[config.mk]
export PLATFORM = sky130hd
export DESIGN_NAME = feed_sequence_dedup_filter_core
export DESIGN_NICKNAME = d
export VERILOG_FILES = /design/src/sv/fsdf_pkg.sv /design/src/sv/fsdf_ram.sv /design/src/sv/fsdf_engine.sv /design/src/sv/feed_sequence_dedup_filter_core.sv
export SDC_FILE = /design/constraint.sdc
export NUM_CORES = 1
export LEC_CHECK = 0
export BUFFER_PORTS_ARGS = -buffer_cell sky130_fd_sc_hd__buf_2
export CORE_MARGIN = 5
export CORE_UTILIZATION = 45
export CTS_CLUSTER_DIAMETER = 120
export DETAILED_ROUTE_END_ITERATION = 16
export GPL_ROUTABILITY_DRIVEN = 1
export PLACE_DENSITY_LB_ADDON = 0.15
export SYNTH_ARGS = -nofsm -noshare
export SYNTH_HDL_FRONTEND = slang
export SYNTH_SLANG_ARGS = --single-unit
export TNS_END_PERCENT = 50
[constraint.sdc]
create_clock -name clk -period 6.1 [get_ports clk]
set_clock_uncertainty 0.2 [all_clocks]
set_input_delay 0.305 -clock clk [delete_from_list [all_inputs] [get_ports clk]]
set_output_delay 0.305 -clock clk [all_outputs]
set_load 0.01 [all_outputs]
[src/sv/fsdf_pkg.sv]
// ----------------------------------------------------------------------------
// fsdf_pkg
// Shared types and constants for the feed sequence filter.
// ----------------------------------------------------------------------------
package fsdf_pkg;

	localparam int SEGMENTS = 16;
	localparam int IDX_W    = (SEGMENTS > 1) ? $clog2(SEGMENTS) : 1;
	localparam int CNT_W    = $clog2(SEGMENTS + 1);
	localparam int KEY_W    = 32;
	localparam int SEQ_W    = 32;

	localparam logic [15:0] TEMPLATE_RESET = 16'd13002;

	typedef enum logic [2:0] {
		V_NEW            = 3'd0,
		V_SNAPSHOT       = 3'd1,
		V_STALE          = 3'd2,
		V_BAD_TEMPLATE   = 3'd3,
		V_UNKNOWN_SOURCE = 3'd4,
		V_TABLE_FULL     = 3'd5
	} fsdf_verdict_t;

	typedef struct packed {
		logic               from_known_source;
		logic [15:0]        template_id;
		logic signed [31:0] segment_id;
		logic [31:0]        sequence_number;
		logic [15:0]        receive_port;
	} fsdf_in_t;

	typedef struct packed {
		logic          forward;
		fsdf_verdict_t verdict;
	} fsdf_out_t;

	typedef struct packed {
		logic      valid;
		fsdf_out_t data;
	} fsdf_res_t;

	typedef enum logic [1:0] {
		ST_IDLE,
		ST_SCAN,
		ST_EMIT
	} fsdf_state_t;

endpackage

[src/sv/fsdf_ram.sv]
// ----------------------------------------------------------------------------
// fsdf_ram
// Simple dual-port RAM: one write port, one read port, registered read.
// ----------------------------------------------------------------------------
module fsdf_ram #(
	parameter int WIDTH = 32,
	parameter int DEPTH = 16,
	localparam int ADDR_W = (DEPTH > 1) ? $clog2(DEPTH) : 1
) (
	input  logic              clk,
	input  logic              wr_en,
	input  logic [ADDR_W-1:0] wr_addr,
	input  logic [WIDTH-1:0]  wr_data,
	input  logic [ADDR_W-1:0] rd_addr,
	output logic [WIDTH-1:0]  rd_data
);

	logic [WIDTH-1:0] mem_q [DEPTH];

	always_ff @(posedge clk) begin
		if (wr_en) begin
			mem_q[wr_addr] <= wr_data;
		end
		rd_data <= mem_q[rd_addr];
	end

endmodule

[src/sv/fsdf_engine.sv]
// ----------------------------------------------------------------------------
// fsdf_engine
// Filter sequencer: source and template checks, linear key search over the
// segment table, sequence check and write-back.
// ----------------------------------------------------------------------------
module fsdf_engine (
	input  logic                clk,
	input  logic                arst_n,
	input  logic [15:0]         accepted_template,
	input  logic                in_valid,
	output logic                in_ready,
	input  fsdf_pkg::fsdf_in_t  in_data,
	input  logic                res_free,
	output fsdf_pkg::fsdf_res_t res
);
	import fsdf_pkg::*;

	fsdf_state_t state_q, state_d;
	fsdf_in_t    item_q;
	fsdf_out_t   res_q;
	logic [CNT_W-1:0] iss_q;
	logic [CNT_W-1:0] used_q;
	logic             chk_s1;
	logic [IDX_W-1:0] idx_s1;

	logic [KEY_W-1:0] key_rd;
	logic [SEQ_W-1:0] seq_rd;

	logic scanning, accept, issue, match, miss, full, odd, stale_hit, new_ok;
	logic             key_we, seq_we;
	logic [IDX_W-1:0] seq_waddr;
	logic [SEQ_W-1:0] seq_wdata;
	fsdf_out_t        early_res, scan_res;

	fsdf_ram #(.WIDTH(KEY_W), .DEPTH(SEGMENTS)) u_key_ram (
		.clk     (clk),
		.wr_en   (key_we),
		.wr_addr (used_q[IDX_W-1:0]),
		.wr_data ($unsigned(item_q.segment_id)),
		.rd_addr (iss_q[IDX_W-1:0]),
		.rd_data (key_rd)
	);

	fsdf_ram #(.WIDTH(SEQ_W), .DEPTH(SEGMENTS)) u_seq_ram (
		.clk     (clk),
		.wr_en   (seq_we),
		.wr_addr (seq_waddr),
		.wr_data (seq_wdata),
		.rd_addr (iss_q[IDX_W-1:0]),
		.rd_data (seq_rd)
	);

	// outputs of the state machine
	always_comb begin
		in_ready = 1'b0;
		scanning = 1'b0;
		res.valid = 1'b0;
		res.data = res_q;
		unique case (state_q)
			ST_IDLE: in_ready = 1'b1;
			ST_SCAN: scanning = 1'b1;
			ST_EMIT: res.valid = 1'b1;
			default: ;
		endcase
	end

	assign accept    = in_valid && in_ready;
	assign issue     = scanning && (iss_q < used_q);
	assign match     = scanning && chk_s1 && (key_rd == $unsigned(item_q.segment_id));
	assign miss      = scanning && !chk_s1 && !issue;
	assign full      = (used_q == CNT_W'(SEGMENTS));
	assign odd       = item_q.receive_port[0];
	assign stale_hit = (seq_rd >= item_q.sequence_number);
	assign new_ok    = (item_q.sequence_number != '0);

	always_comb begin
		early_res.forward = 1'b0;
		early_res.verdict = V_BAD_TEMPLATE;
		if (!in_data.from_known_source) begin
			early_res.verdict = V_UNKNOWN_SOURCE;
		end
	end

	always_comb begin
		scan_res.forward = 1'b1;
		scan_res.verdict = V_SNAPSHOT;
		key_we    = 1'b0;
		seq_we    = 1'b0;
		seq_waddr = used_q[IDX_W-1:0];
		seq_wdata = '0;
		if (match) begin
			seq_waddr = idx_s1;
			if (odd) begin
				if (stale_hit) begin
					scan_res.forward = 1'b0;
					scan_res.verdict = V_STALE;
				end else begin
					scan_res.verdict = V_NEW;
					seq_we    = 1'b1;
					seq_wdata = item_q.sequence_number;
				end
			end
		end else if (miss) begin
			if (full) begin
				scan_res.verdict = V_TABLE_FULL;
			end else begin
				key_we = 1'b1;
				seq_we = 1'b1;
				if (odd) begin
					if (new_ok) begin
						scan_res.verdict = V_NEW;
						seq_wdata = item_q.sequence_number;
					end else begin
						scan_res.forward = 1'b0;
						scan_res.verdict = V_STALE;
					end
				end
			end
		end
	end

	// next state
	always_comb begin
		state_d = state_q;
		unique case (state_q)
			ST_IDLE: begin
				if (accept) begin
					if (in_data.from_known_source &&
					    (in_data.template_id == accepted_template)) begin
						state_d = ST_SCAN;
					end else begin
						state_d = ST_EMIT;
					end
				end
			end
			ST_SCAN: begin
				if (match || miss) begin
					state_d = ST_EMIT;
				end
			end
			ST_EMIT: begin
				if (res_free) begin
					state_d = ST_IDLE;
				end
			end
			default: state_d = ST_IDLE;
		endcase
	end

	always_ff @(posedge clk or negedge arst_n) begin
		if (!arst_n) begin
			state_q <= ST_IDLE;
			used_q  <= '0;
			chk_s1  <= 1'b0;
		end else begin
			state_q <= state_d;
			chk_s1  <= issue;
			if (miss && !full) begin
				used_q <= used_q + CNT_W'(1);
			end
		end
	end

	always_ff @(posedge clk) begin
		idx_s1 <= iss_q[IDX_W-1:0];
		if (accept) begin
			item_q <= in_data;
			res_q  <= early_res;
			iss_q  <= '0;
		end else if (issue) begin
			iss_q <= iss_q + CNT_W'(1);
		end
		if (match || miss) begin
			res_q <= scan_res;
		end
	end

endmodule

[src/sv/feed_sequence_dedup_filter_core.sv]
// ----------------------------------------------------------------------------
// feed_sequence_dedup_filter_core
// Sequence filter for A/B market data feeds with a per-segment table.
// ----------------------------------------------------------------------------
// One packet header is taken per transaction and exactly one verdict comes
// back. Headers from an unknown source or with a template other than
// accepted_template skip the table search. Others walk the segment table one
// entry per cycle through the key and sequence RAMs (one read port each,
// registered read). The verdict sits in an output register, and a new
// header is taken as soon as the previous one has been handed over.
// The segment table needs no clearing after reset: entries fill in order
// and a fill count marks the valid ones.
module feed_sequence_dedup_filter_core (
	input  logic                clk,
	input  logic                arst_n,
	input  logic                cfg_wr_en,
	input  logic [15:0]         cfg_wr_data,
	input  logic                in_valid,
	output logic                in_ready,
	input  fsdf_pkg::fsdf_in_t  in_data,
	output logic                out_valid,
	input  logic                out_ready,
	output fsdf_pkg::fsdf_out_t out_data
);
	import fsdf_pkg::*;

	logic [15:0] tmpl_q;
	logic        out_valid_q;
	fsdf_out_t   out_q;
	fsdf_res_t   res;
	logic        res_free;

	assign res_free = !out_valid_q || out_ready;

	fsdf_engine u_engine (
		.clk               (clk),
		.arst_n            (arst_n),
		.accepted_template (tmpl_q),
		.in_valid          (in_valid),
		.in_ready          (in_ready),
		.in_data           (in_data),
		.res_free          (res_free),
		.res               (res)
	);

	always_ff @(posedge clk or negedge arst_n) begin
		if (!arst_n) begin
			tmpl_q      <= TEMPLATE_RESET;
			out_valid_q <= 1'b0;
		end else begin
			if (cfg_wr_en) begin
				tmpl_q <= cfg_wr_data;
			end
			if (res_free) begin
				out_valid_q <= res.valid;
			end
		end
	end

	always_ff @(posedge clk) begin
		if (res_free && res.valid) begin
			out_q <= res.data;
		end
	end

	assign out_valid = out_valid_q;
	assign out_data  = out_q;

endmodule

==> out/qor.yml <==
status:
  outcome: "finished clean"
layout:
  syn_to_final_growth_pct: 16.2
  layout-drive-gt1-share_pct: 30.7
  diodes: 0
  nets: 2463
  fin_area_mm2: 0.0527
  num-fill-cells: 7790
  final_util_pct: 52.7
  final_cells: 3709
job:
  drv_cap: 0
critical_path:
  r2r_end: "u_engine.u_seq_ram.mem_q[4][9]$_DFFE_PP_"
  path_class: "reg -> reg"
  r2r_slack_ns: 1.37
  path_max_fanout: 32
  required_ns: 6.22
  worstSetupEndpointType: "flip-flop"
  rr_startpoint: "u_engine.item_q[79]$_DFFE_PP_"
  start_kind: "flip-flop"
  crit_arrival_ns: 4.85
  r2r_cells: 9
routing:
  wl_met1_um: 42200
  vias: 20900
  avgViaCountPerCell: 5.64
  wirelength_um: 102000
  wl_met2_um: 52900
  wl_per_cell_um: 27.5
  top_layer_used: "met5"
  drt_first_pass_iters: 5
  ant_nets: 0
  drt_iter0_drc: 1838
  drc_errors: 0
  met3_length_um: 4770
clocking:
  cts_tree: "built"
  clkTransAtPathRegs_ns: 0.06
  post_cts_resized: 0
  clock-root-buffer: "clkbuf_16"
  numCtsBuffers: 120
  cts.sink_count: 1195
  clock_latency_ns: 0.70
  cts.htree.levels: 3
  cts_buffer_depth: 3
synthesis:
  ys_types: 47
  ys.flop_type: "edfxtp_1"
  yosys_warnings: 0
  async_flop_share_pct: 2.09
  synth_edf_count: 1097
  synth_area_mm2: 0.0454
  syn_area_per_cell_um2: 22.7
  syn-num-nets: 2162
  yosysSeqAreaShare_pct: 77.2
  synth_seq_cells: 1195
  syn_inst: 2003
placed_design:
  placedCellCount: 3376
  hpwl_um: 52400
  placed_area_mm2: 0.0478
  port_buffers: 108
  gp_congestion: 0.721
power:
  peakVddDrop_uv: 251
  p_leak_nw: 15.2
  power.density_mw_per_mm2: 323
hold_path:
  hp-class: "in -> reg"
  hold_end: "u_engine.state_q[1]$_DFFE_PN0P_"
  holdPathStages: 6
  hold_start: "in_data[87]"
global_route:
  grt_pass1_wl_um: 150000
  grt_util_all_layers_pct: 19.1
  grt.overflow.total: 0
  grt_max_degree: 135
  antenna_found_initial: 5
  grt_pass1_vias: 22300
timing:
  min_period_over_period_pct: 77.6
  hold_viol: 0
  rsz0062_at_grt: "no"
  tightest_slew_ns: 1.18
  fmax_mhz: 211
  post-route-min-period_ns: 4.73
  setup_tns_ns: 0
  final-setup-viol-count: 0
  drv_slew: 0
  max_slew_margin_pct: 21.3
floorplan:
  coreArea_mm2: 0.100
  rows: 116
  die_area_mm2: 0.107
  pin_count: 124
  initial_utilization_pct: 45.3
  die_w_um: 328
  fp.dieH_um: 328
## routing by layer
layer / vias to the layer above / global-route usage (%)
met5: - / 0
met4: 2 / 4.44
met3: 157 / 2.87
met2: 552 / 33.0
met1: 11300 / 26.1
li1: 8965 / -
## how the worst max path moves through the flow
stage,startpoint,end,depth (start not counted)
floorplan,u_engine.used_q[2]$_DFFE_PN0P_,u_engine.u_key_ram.mem_q[3][0]$_DFFE_PP_,9
global placement,u_engine.item_q[79]$_DFFE_PP_,u_engine.u_seq_ram.mem_q[5][9]$_DFFE_PP_,9
detailed placement,u_engine.item_q[79]$_DFFE_PP_,u_engine.u_seq_ram.mem_q[4][9]$_DFFE_PP_,9
CTS,u_engine.item_q[79]$_DFFE_PP_,u_engine.u_seq_ram.mem_q[4][13]$_DFFE_PP_,9
global route,u_engine.item_q[79]$_DFFE_PP_,u_engine.u_seq_ram.mem_q[7][21]$_DFFE_PP_,9
finish,u_engine.item_q[79]$_DFFE_PP_,u_engine.u_seq_ram.mem_q[4][9]$_DFFE_PP_,9
## cells by family after synthesis
| logic type | Yosys count | share of synthesized area [%] |
|---|---|---|
| flip-flops | 1195 | 77.2 |
| adder cells (fa/ha/maj) | 41 | 1.13 |
| AND/OR/NAND/NOR | 187 | 2.03 |
| buffers and inverters | 134 | 1.25 |
| multiplexers | 341 | 16.4 |
| AO/OA/AOI/OAI | 52 | 1.03 |
| XOR/XNOR | 53 | 1.02 |
## layout by cell type, fill, tap and decap left out, types with 39 or more instances in the layout
cell and instances:
buf_2 108, buf_4 53, clkbuf_1 39, clkbuf_16 121, dfxtp_1 69, dlygate4sd3_1 104
edfxtp_1 1097, ha_1 41, inv_1 44, mux4_2 320, nand2_1 55, nor2_1 42
## report_power, final
group | switching (mW) | leakage [nW] | internal [mW]
Sequential | 0.230 | 9.71 | 9.14
Combinational | 0.291 | 3.57 | 0.188
Clock | 3.02 | 1.92 | 4.15
Total | 3.54 | 15.2 | 13.5
## final cells by class
type | instances | area, µm² | area share (%)
flip-flops and latches | 1195 | 35100 | 66.5
multi-input cells | 674 | 9990 | 18.9
clock buffers | 179 | 3440 | 6.51
repair buffers | 267 | 2020 | 3.83
well taps | 1298 | 1620 | 3.08
clock inverters | 50 | 454 | 0.861
inverters | 46 | 175 | 0.332
## worst max-delay path, stage by stage, from the launching register on
cell      delay (ns)
edfxtp_1        0.66
xor2_1          0.29
nor4_1          0.52
nand4_1         0.30
nor4_4          0.85
buf_4           0.35
nand3b_1        0.09
o21ai_0         0.20
nor3b_2         0.27
buf_4           0.59
## repair_timing
item | CTS | global route
hold buffers | 104 | 0
endpoints found under the hold margin | 115 | 0
setup buffers | 0 | 0
## Yosys cell counts (2+ instances only)
library cell  count  area share, %
o21ai_0           7          0.077
mux4_2          320             16
xnor2_1          26           0.50
nand2b_1          5          0.069
a21o_1            6          0.099
nor3_1           20           0.22
mux2i_1           5           0.11
dfstp_2           7           0.41
xor2_1           27           0.52
clkbuf_1         52           0.43
nor2_1           53           0.44
buf_1             3          0.025
dfxtp_1          73            3.2
a31oi_4           7           0.33
nand3_1           7          0.077
inv_1            46           0.38
nor3b_2           4           0.11
edfxtp_1       1097             73
a21oi_1          17           0.19
buf_2            31           0.34
a31oi_1           2          0.028
nand2_1          55           0.45
nor4_1           16           0.22
mux2_2           16           0.40
a211o_1           2          0.039
nor3b_1           7           0.12
nand4_1          15           0.21
ha_1             41            1.1
dfrtp_1          18           0.99
## through the flow
| stage | setup WS (ns) | hold slack, ns | power [mW] |
|---|---|---|---|
| 4_1_cts | 1.42 | 0.00296 | 17.2 |
| 3_5_place_dp | 1.43 | 0.155 | 9.96 |
| 2_1_floorplan | 0.380 | -0.191 | 9.65 |
| 5_1_grt | 1.22 | 0.0498 | 17.6 |
| 3_3_place_gp | 1.53 | 0.138 | 9.94 |
| 6_report | 1.37 | 0.0339 | 17.0 |
## flip-flops by register name, summed over array words and instances, names as in the netlist, 5 cells and up
register	flops
u_engine.u_key_ram.mem_q	512
u_engine.u_seq_ram.mem_q	512
u_engine.item_q	65
u_engine.u_key_ram.rd_data	32
u_engine.u_seq_ram.rd_data	32
tmpl_q	16
u_engine.iss_q	5
u_engine.used_q	5
Power figures use the tool's default switching activity.
